### config.mk
export PLATFORM = sky130hd
export DESIGN_NAME = fdsa_ram
export DESIGN_NICKNAME = d
export VERILOG_FILES = /design/src/rtl/fdsa_ram.sv
export SDC_FILE = /design/constraint.sdc
export NUM_CORES = 2
export LEC_CHECK = 0
export BUFFER_PORTS_ARGS = -buffer_cell sky130_fd_sc_hd__buf_2
export CAP_MARGIN = 30
export CORE_MARGIN = 5
export CORE_UTILIZATION = 32
export DETAILED_ROUTE_END_ITERATION = 8
export HOLD_SLACK_MARGIN = 0.1
export MAX_ROUTING_LAYER = met4
export PLACE_DENSITY = 0.5
export REMOVE_ABC_BUFFERS = 1
export SYNTH_ARGS = -nofsm -noshare
export SYNTH_HDL_FRONTEND = slang
export SYNTH_SLANG_ARGS = --single-unit
### constraint.sdc
create_clock -name clk -period 4.47 [get_ports clk]
set_input_delay 0.447 -clock clk [delete_from_list [all_inputs] [get_ports clk]]
set_output_delay 0.447 -clock clk [all_outputs]
set_load 0.01 [all_outputs]
### src/rtl/fdsa_ram.sv
`timescale 1ns / 1ps
module fdsa_ram #(
	parameter int WIDTH = 32,
	parameter int DEPTH = 64
) (
	input  logic                     clk,
	input  logic                     we,
	input  logic [$clog2(DEPTH)-1:0] waddr,
	input  logic [WIDTH-1:0]         wdata,
	input  logic [$clog2(DEPTH)-1:0] raddr,
	output logic [WIDTH-1:0]         rdata
);

	logic [WIDTH-1:0] mem [DEPTH];

	always_ff @(posedge clk) begin
		if (we) begin
			mem[waddr] <= wdata;
		end
		rdata <= mem[raddr];
	end

endmodule

==> results.txt <==
----------------------------------------------------
[Run status]
  Run status ... finished clean

[Critical path]
  Crit. End Element ... flip-flop
  Cell mode on critical path ... sky130_fd_sc_hd__nor2_1
  Critical path startpoint category ... primary input
  Reg2Reg Depth ... 5
  Data arrival time of the worst path ... 3.28 ns
  Crit-path max FO ... 36
  Crit Path Class ... primary input to flip-flop
  Critical path required time ... 5.15 ns
  Beginning of the worst register-to-register path ... mem[37][20]$_DFFE_PP_
  CP peak stage delay ... 0.57 ns
  Critical path's slowest cell ... sky130_fd_sc_hd__mux4_2
  Endpoint of the lowest-slack register-to-register path ... rdata[20]$_DFF_P_
  Worst setup slack for register-to-register paths ... 2.39 ns
  Cells traversed along the worst timing path ... buf_8 -> buf_12 -> buf_4 -> mux4_2 -> o22ai_1 -> nor2_1 -> a21oi_1 -> nor2_1

[Finish]
  Fraction of layout cells with a size suffix above 1 ... 30.5%
  Most common cell after layout, fill and taps aside ... sky130_fd_sc_hd__edfxtp_1
  Area Growth Syn to Fin ... 16.6%
  Number of fill cells ... 21898
  Post-route design area ... 91600 um^2
  Final nets ... 3669
  Post-layout utilization of the core ... 37.6%
  Commonest cells after routing, fill and taps aside ... sky130_fd_sc_hd__edfxtp_1 (2048), sky130_fd_sc_hd__mux4_2 (544), sky130_fd_sc_hd__clkbuf_16 (213)

[Yosys]
  Post-Syn Area per Cell ... 23.6 um^2
  Cell area after technology mapping ... 78500 um^2
  Sequential cell area fraction in the yosys report ... 79.1%
  Number of instances in the synthesized netlist ... 3324
  Seq cells post-synth ... 2080
  Yosys warning total ... 0
  Count of cell types in the netlist ... 34

[Hold path]
  WHS Endpoint ... mem[48][6]$_DFFE_PP_
  Hold crit path type ... primary input to flip-flop
  Start point of the worst hold path ... waddr[1]
  Depth of the worst hold-timing path ... 2

[Timing]
  Final setup vio count ... 0
  Worst-case headroom to the max-slew limit ... 35.2%
  Slew Viols, Final ... 0
  Setup repair after global routing missed its margin ... no
  Fmax achieved ... 0.384 GHz
  Worst Skew ... 0.0231 ns
  Final worst path period need ... 2.61 ns
  Final Hold Fails ... 0
  Slew @ Worst Pin ... 0.972 ns
  Post-route clock period utilization ... 58.3%
  Aggregate negative setup slack ... 0 ns

[Clock network]
  Clk sink count ... 2080
  Library cell used as clock root buffer ... sky130_fd_sc_hd__clkbuf_16
  Clock transition at the registers of the reported paths ... 0.06 ns
  Clock buffer count from CTS ... 208
  Clock latency on the worst-skew pair ... 0.82 ns
  Maximum number of buffers from clock root to sink ... 3
  CTS tree ... built
  Max H-tree Level ... 4

[Detailed routing]
  Overall via count from detail_route ... 36470
  Post-detailed-route via-to-cell ratio ... 5.20
  Iteration count of the initial detailed-routing pass ... 5
  Initial drt markers ... 3957
  Post-DRT Antenna Nets ... 0
  Residual DRC count ... 0
  Aggregate routed wire length ... 215000 um
  Detail-routed net length per standard cell ... 30.6 um

[Floorplanning]
  Core area ... 244000 um^2
  Die Height ... 505 um
  Number of placement rows ... 181
  Die area ... 255000 um^2
  DIE WIDTH ... 505 um
  I/O pin cnt ... 78
  Starting Density ... 32.2%

[Placed design]
  Post-detailed-placement cell area ... 84800 um^2
  Count of input and output buffers ... 77
  Weighted congestion at the end of routability-driven global placement ... 0.752
  Detail Placement HPWL ... 124000 um

[Global route]
  Pin count of the biggest net entering global routing ... 80
  Overall track demand over capacity in global routing ... 17.0%
  First-pass GRT wire length ... 299000 um
  Overall overflow remaining after global route ... 0
  Antenna violations before repair ... 26
  Via count of the first global-routing pass ... 37305

[Flow run]
  Max Cap Violations ... 0

[Power and ir drop]
  Post-route total power ... 41.0 mW
  Highest ir drop seen on vdd ... 0.417 mV
  Leak pwr ... 28.2 nW
  Power density over cell area ... 448 nW/um^2

----------------------------------------------------
==> cells by family after synthesis <==
| kind of cell | count (synthesis) | share of synthesized area [%] |
|---|---|---|
| buffers and inverters | 182 | 1.13 |
| flip-flops | 2080 | 79.1 |
| AND/OR/NAND/NOR | 223 | 1.27 |
| multiplexers | 637 | 16.8 |
| AO/OA/AOI/OAI | 202 | 1.67 |
==> metal layers <==
layer  wire length [um]  track usage (%)  part of all wire [%]
met1              94000             23.6                    44
met2             102000             26.0                    47
met3              14400             3.51                   6.7
met4               4520             3.74                   2.1
met5                  0                -                     0
==> critical path, delay by kind of cell <==
| family | cells | cell delay, ns |
|---|---|---|
| compound gates | 2 | 0.76 |
| buf+inv | 3 | 1.15 |
| mux | 1 | 0.57 |
| simple gates | 2 | 0.23 |
==> repair_timing <==
action	in CTS	in global routing
setup buffers	0	0
resized for setup	0	0
endpoints found under the hold margin	165	0
hold buffers	8	0
==> where the power goes <==
group          total, mW  internal [mW]  switching [mW]
Clock               17.3           9.91            7.34
Sequential          21.7           21.6           0.115
Combinational       2.05          0.783            1.26
Total               41.0           32.3            8.72
==> worst max path at each step <==
stage / startpoint / to / slack (ns) / cells after the start
final: raddr[0] / rdata[23]$_DFF_P_ / 1.86 / 8
after global routing: raddr[0] / rdata[23]$_DFF_P_ / 1.76 / 8
after CTS: raddr[0] / rdata[23]$_DFF_P_ / 1.80 / 8
after detailed placement: raddr[0] / rdata[23]$_DFF_P_ / 0.93 / 8
after global placement: raddr[0] / rdata[23]$_DFF_P_ / 0.91 / 8
after floorplan: we / mem[48][0]$_DFFE_PP_ / 1.02 / 3
==> state kept, by name (all words and copies together) (netlist names) <==
| name | flops |
|---|---|
| mem | 2048 |
| rdata | 32 |
==> cell type report <==
class	instances	area, um^2	share of cell area (%)
clock inverter	95	963	1.05
timing repair buffer	271	2740	2.99
multi-input combinational	1062	16000	17.4
tap	3202	4010	4.37
clock buffer	290	5730	6.26
antenna	13	32.5	0.0355
sequential	2080	62100	67.9
==> per-stage QoR <==
step / std cells / setup slack (ns) / hold WS, ns
after CTS: 7000 / 1.80 / 0.117
after global placement: 6593 / 0.909 / 0.722
after global routing: 7010 / 1.76 / 0.152
after detailed placement: 6607 / 0.925 / 0.717
after floorplan: 3142 / 1.02 / 0.546
final: 7013 / 1.86 / 0.172
==> Yosys cell counts (all sizes together) <==
cell type	instances	area share, %
edfxtp	2048	78
mux4	544	16
nor2	137	0.65
buf	108	0.77
mux2i	93	1.2
o22ai	84	0.67
clkbuf	74	0.35
a21oi	62	0.40
dfxtp	32	0.82
o221ai	27	0.30
nand2	26	0.12
nor2b	15	0.12
a22oi	12	0.11
a311oi	8	0.089
nand2b	8	0.064
nor3	7	0.045
nand3	5	0.032
nand3b	5	0.048
or3b	5	0.056
a41o	4	0.051
and3	4	0.032
o32ai	4	0.045
or2	3	0.024
or3	3	0.024
and2	2	0.016
nand4	2	0.016
a31oi	1	0.0080
nand4b	1	0.011
(Power assumes the default switching activity.)
