### src/rtl/fdsa_div.sv
`timescale 1ns / 1ps
module fdsa_div (
	input  logic        clk,
	input  logic        arst_n,
	input  logic        start,
	input  logic [31:0] dividend,
	input  logic [31:0] divisor,
	output logic [31:0] quotient,
	output logic [31:0] remainder,
	output logic        done
);

	logic        busy_q;
	logic        done_q;
	logic [4:0]  cnt_q;
	logic [31:0] quo_q;
	logic [31:0] rem_q;
	logic [31:0] dvs_q;
	logic [32:0] trial;

	assign trial = {rem_q, quo_q[31]} - {1'b0, dvs_q};

	always_ff @(posedge clk or negedge arst_n) begin
		if (!arst_n) begin
			busy_q <= 1'b0;
			done_q <= 1'b0;
			cnt_q  <= '0;
		end else begin
			done_q <= 1'b0;
			if (start) begin
				busy_q <= 1'b1;
				cnt_q  <= '0;
			end else if (busy_q) begin
				cnt_q <= cnt_q + 5'd1;
				if (cnt_q == 5'd31) begin
					busy_q <= 1'b0;
					done_q <= 1'b1;
				end
			end
		end
	end

	always_ff @(posedge clk) begin
		if (start) begin
			quo_q <= dividend;
			rem_q <= '0;
			dvs_q <= divisor;
		end else if (busy_q) begin
			if (!trial[32]) begin
				rem_q <= trial[31:0];
				quo_q <= {quo_q[30:0], 1'b1};
			end else begin
				rem_q <= {rem_q[30:0], quo_q[31]};
				quo_q <= {quo_q[30:0], 1'b0};
			end
		end
	end

	assign quotient  = quo_q;
	assign remainder = rem_q;
	assign done      = done_q;

endmodule

### config.mk
export PLATFORM = sky130hd
export DESIGN_NAME = fdsa_div
export DESIGN_NICKNAME = d
export VERILOG_FILES = /design/src/rtl/fdsa_div.sv
export SDC_FILE = /design/constraint.sdc
export NUM_CORES = 1
export LEC_CHECK = 0
export ABC_AREA = 1
export ABC_CLOCK_PERIOD_IN_PS = 2600
export BUFFER_PORTS_ARGS = -buffer_cell sky130_fd_sc_hd__buf_4
export CORE_MARGIN = 4
export CORE_UTILIZATION = 57
export DETAILED_ROUTE_END_ITERATION = 12
export PLACE_DENSITY = 0.86
export SYNTH_ARGS = -nofsm -noshare
export SYNTH_HDL_FRONTEND = slang
export SYNTH_SLANG_ARGS = --single-unit
### constraint.sdc
create_clock -name clk -period 2.6 [get_ports clk]
set_input_delay 0.52 -clock clk [delete_from_list [all_inputs] [get_ports clk]]
set_output_delay 0.52 -clock clk [all_outputs]
set_load 0.01 [all_outputs]
==> impl_metrics.csv <==
group,metric,value,unit
power_and_ir_drop,total_power,3890,uW
clock_network,root_buffer,"clkbuf_16",
floorplan,ios,132,
synthesis,synth-edff-count,64,
grt,grt_max_degree,44,
timing,skew,0.0118,ns
power_and_ir_drop,peakVddDrop,0.426,mV
placement,pre_cts_ws,0.0348,ns
grt,grt_pass1_wl,28500,um
power_and_ir_drop,p_int,2800,uW
clock_network,numCtsBuffers,9,
synthesis,postSynthCellCount,1033,
synthesis,syn_area,0.00693,mm^2
timing,min_period_over_period,0.935,
layout,multiInputGateArea,0.00326,mm^2
layout,nNetsFinal,1272,
power_and_ir_drop,p_per_area,461,mW/mm^2
timing,fmax,411,MHz
timing,setup_violations,0,
grt,groute.usage.overall,0.249,
synthesis,yosysSeqAreaShare,0.395,
grt,antenna_found_initial,0,
synthesis,synth-async-reset-ratio,0.0680,
synthesis,yosysWarnings,0,
power_and_ir_drop,p_comb_frac,0.165,
synthesis,syn_nets,1135,
layout,regArea,0.00274,mm^2
setup_path,cpMostUsedCell,"nand2_2",
power_and_ir_drop,p_seq_frac,0.488,
setup_path,cp_num_buf_inv,3,
timing,setup_ws,0.168,ns
timing,drv_slew,0,
timing,max_slew_margin,0.629,
routing,routed_via_density,4.93,
grt,grt_pass1_vias,6166,
layout,utilization,0.706,
setup_path,worstSetupPathType,"reg2reg",
timing,max_slew.worst_pin.slew,0.557,ns
power_and_ir_drop,leakage,0.00479,uW
synthesis,synth.distinct_cells,35,
clock_network,htree_levels,3,
setup_path,crit_path_max_incr_delay,0.37,ns
floorplan,rows,40,
setup_path,cp_max_fo,9,
layout,areaGrowthSynthToFinish,21.8,%
setup_path,crit_path_start_kind,"flop",
clock_network,worstSkewPairLatency,0.36,ns
setup_path,slowest_stage,"edfxtp_1",
run_status,status,"finished clean",
routing,wl_per_cell,13.5,um
run,maxCapViolations,0,
clock_network,clock-sinks,103,
synthesis,yosys_register_bits,103,
routing,drtIter0Drc,398,
floorplan,core_area,0.0120,mm^2
synthesis,synth.avg_cell_area,6.71,um^2
routing,first_pass_iters,5,
placement,gp_congestion,0.967,
placement,io_buffers,131,
layout,drive_gt1_frac,0.161,
timing,final_hold_viol_count,0,
power_and_ir_drop,switching_share,0.282,
placement,place_hpwl,13200,um
setup_path,crit_arrival,2.54,ns
setup_path,cp.required,2.71,ns
worst_hold_path,hp-class,"in2reg",
clock_network,cts_tree,"done",
clock_network,clockBufferDepth,2,
setup_path,end_kind,"flop",
setup_path,cp_top_family,"simple AND/OR/NAND/NOR gates",
floorplan,fp.dieW,118,um
routing,drc,0,
routing,vias,6512,
grt,overflow,0,
routing,wirelength,17800,um
floorplan,start_util,0.579,
layout,n_antenna_cell,0,
timing,min_period,2.43,ns
synthesis,synth_top_flop_cell,"edfxtp_1",
floorplan,die_area,0.0140,mm^2
timing,holdWs,0.329,ns
power_and_ir_drop,switchingPower,1100,uW
clock_network,clk_pin_slew,0.08,ns
floorplan,fp.dieH,118,um
routing,ant_nets,0,
setup_path,crit_chain,"inv_1, ha_2, fa_2, inv_1, nand2_1, nand2_2, nand3_1, nand2_2, nand2_1, nand2_2, nand2_2, nand2_2, nand2_2, nand2_4, buf_12, o21ai_0",
power_and_ir_drop,p_clk_frac,0.347,
layout,n_fill_cell,974,
## repair_timing
item                                   in CTS  in global routing
cloned                                      0                  2
setup endpoints to repair                   3                 33
pin swaps                                   0                  2
gates resized for setup                     1                  3
endpoints found under the hold margin       7                  0
hold buffers                                1                  0
setup buffers                               0                  2
## per-layer routing
| metal | global-route usage | part of all wire | routed length [um] | up-vias |
|---|---|---|---|---|
| met3 | 0.0579 | 0.078 | 1390 | 25 |
| met4 | 0.0791 | 0.019 | 335 | 0 |
| met2 | 0.429 | 0.48 | 8610 | 222 |
| met5 | 0 | 0 | 0 | - |
| li1 | - | - | - | 3374 |
| met1 | 0.308 | 0.42 | 7460 | 2891 |
## cells by family (layout without fill, tap and decap cells)
| family | count (synthesis) | count (layout) | share of synthesized area |
|---|---|---|---|
| adder cells (fa/ha/maj) | 35 | 35 | 0.0643 |
| AND/OR/NAND/NOR | 609 | 609 | 0.360 |
| buffers and inverters | 239 | 381 | 0.138 |
| AO/OA/AOI/OAI | 32 | 32 | 0.0246 |
| flip-flops | 103 | 103 | 0.395 |
| XOR/XNOR | 15 | 15 | 0.0190 |
## synthesized netlist by cell type, types with 10 or more instances
cell      count  area share
nand2_1     460        0.25
inv_1       218        0.12
edfxtp_1     64        0.28
nand3_1      57       0.041
nor2_1       39       0.021
ha_1         34       0.061
dfxtp_1      32       0.092
a21oi_1      20       0.014
nor3_1       17       0.012
xnor2_1      13       0.016
nand2_2      12       0.011
clkbuf_1     10      0.0054
## metrics by stage
stage / std cells / area (um^2) / setup TNS, ns
floorplan: 1033 / 6930 / 0
global placement: 1301 / 8060 / 0
detailed placement: 1301 / 8060 / 0
CTS: 1318 / 8370 / 0
global route: 1322 / 8440 / -0.0102
finish: 1322 / 8440 / 0
## flip-flops by register name, summed over array words and instances, names as in the netlist
name and flops:
busy_q 1, cnt_q 5, done 1, dvs_q 32, quotient 32, remainder 32
## power groups by stage
stage | logic [uW] | registers [uW] | clock network [uW]
3_5_place_dp | 632 | 1930 | 0
4_1_cts | 636 | 1900 | 1360
5_1_grt | 720 | 1910 | 1430
6_report | 644 | 1900 | 1350
3_3_place_gp | 621 | 1930 | 0
2_1_floorplan | 340 | 1950 | 0
## worst paths after layout
| path | start | cells past startpoint | slack [ns] | end |
|---|---|---|---|---|
| setup / recovery | quotient[31] | 16 | 0.17 | quotient[0] |
| hold / removal | divisor[22] | 1 | 0.33 | dvs_q[22] |
| setup reg to reg | quotient[31] | 16 | 0.17 | quotient[0] |
| hold reg to reg | remainder[22] | 2 | 0.49 | remainder[22] |
| max in group asynchronous | arst_n | 2 | 1.95 | cnt_q[1] |
| min in group asynchronous | arst_n | 2 | 0.51 | cnt_q[0] |
## cells in the final DEF, fill, tap and decap left out, drive strengths merged
cell type	Yosys	layout
nand2	475	475
o21ai	8	8
ha	34	34
a21oi	20	20
nand3	58	58
nor4	1	1
and2	6	6
clkinv	0	3
xnor2	13	13
dfrtp	7	7
dfxtp	32	32
dlygate4sd3	0	1
a31oi	1	1
edfxtp	64	64
xor2	2	2
or2	1	1
fa	1	1
nor3	18	18
clkbuf	10	11
a22o	1	1
buf	7	141
o21bai	1	1
nor2	44	44
nand4	5	5
a21o	1	1
inv	221	225
nand3b	1	1
## cell type report
type | count | share of cell area
repair buffers | 144 | 0.135
well taps | 147 | 0.0218
inverters | 221 | 0.0982
multi-input cells | 691 | 0.386
clock inverters | 7 | 0.00756
flip-flops and latches | 103 | 0.324
clock buffers | 9 | 0.0267
(Power assumes the default switching activity.)
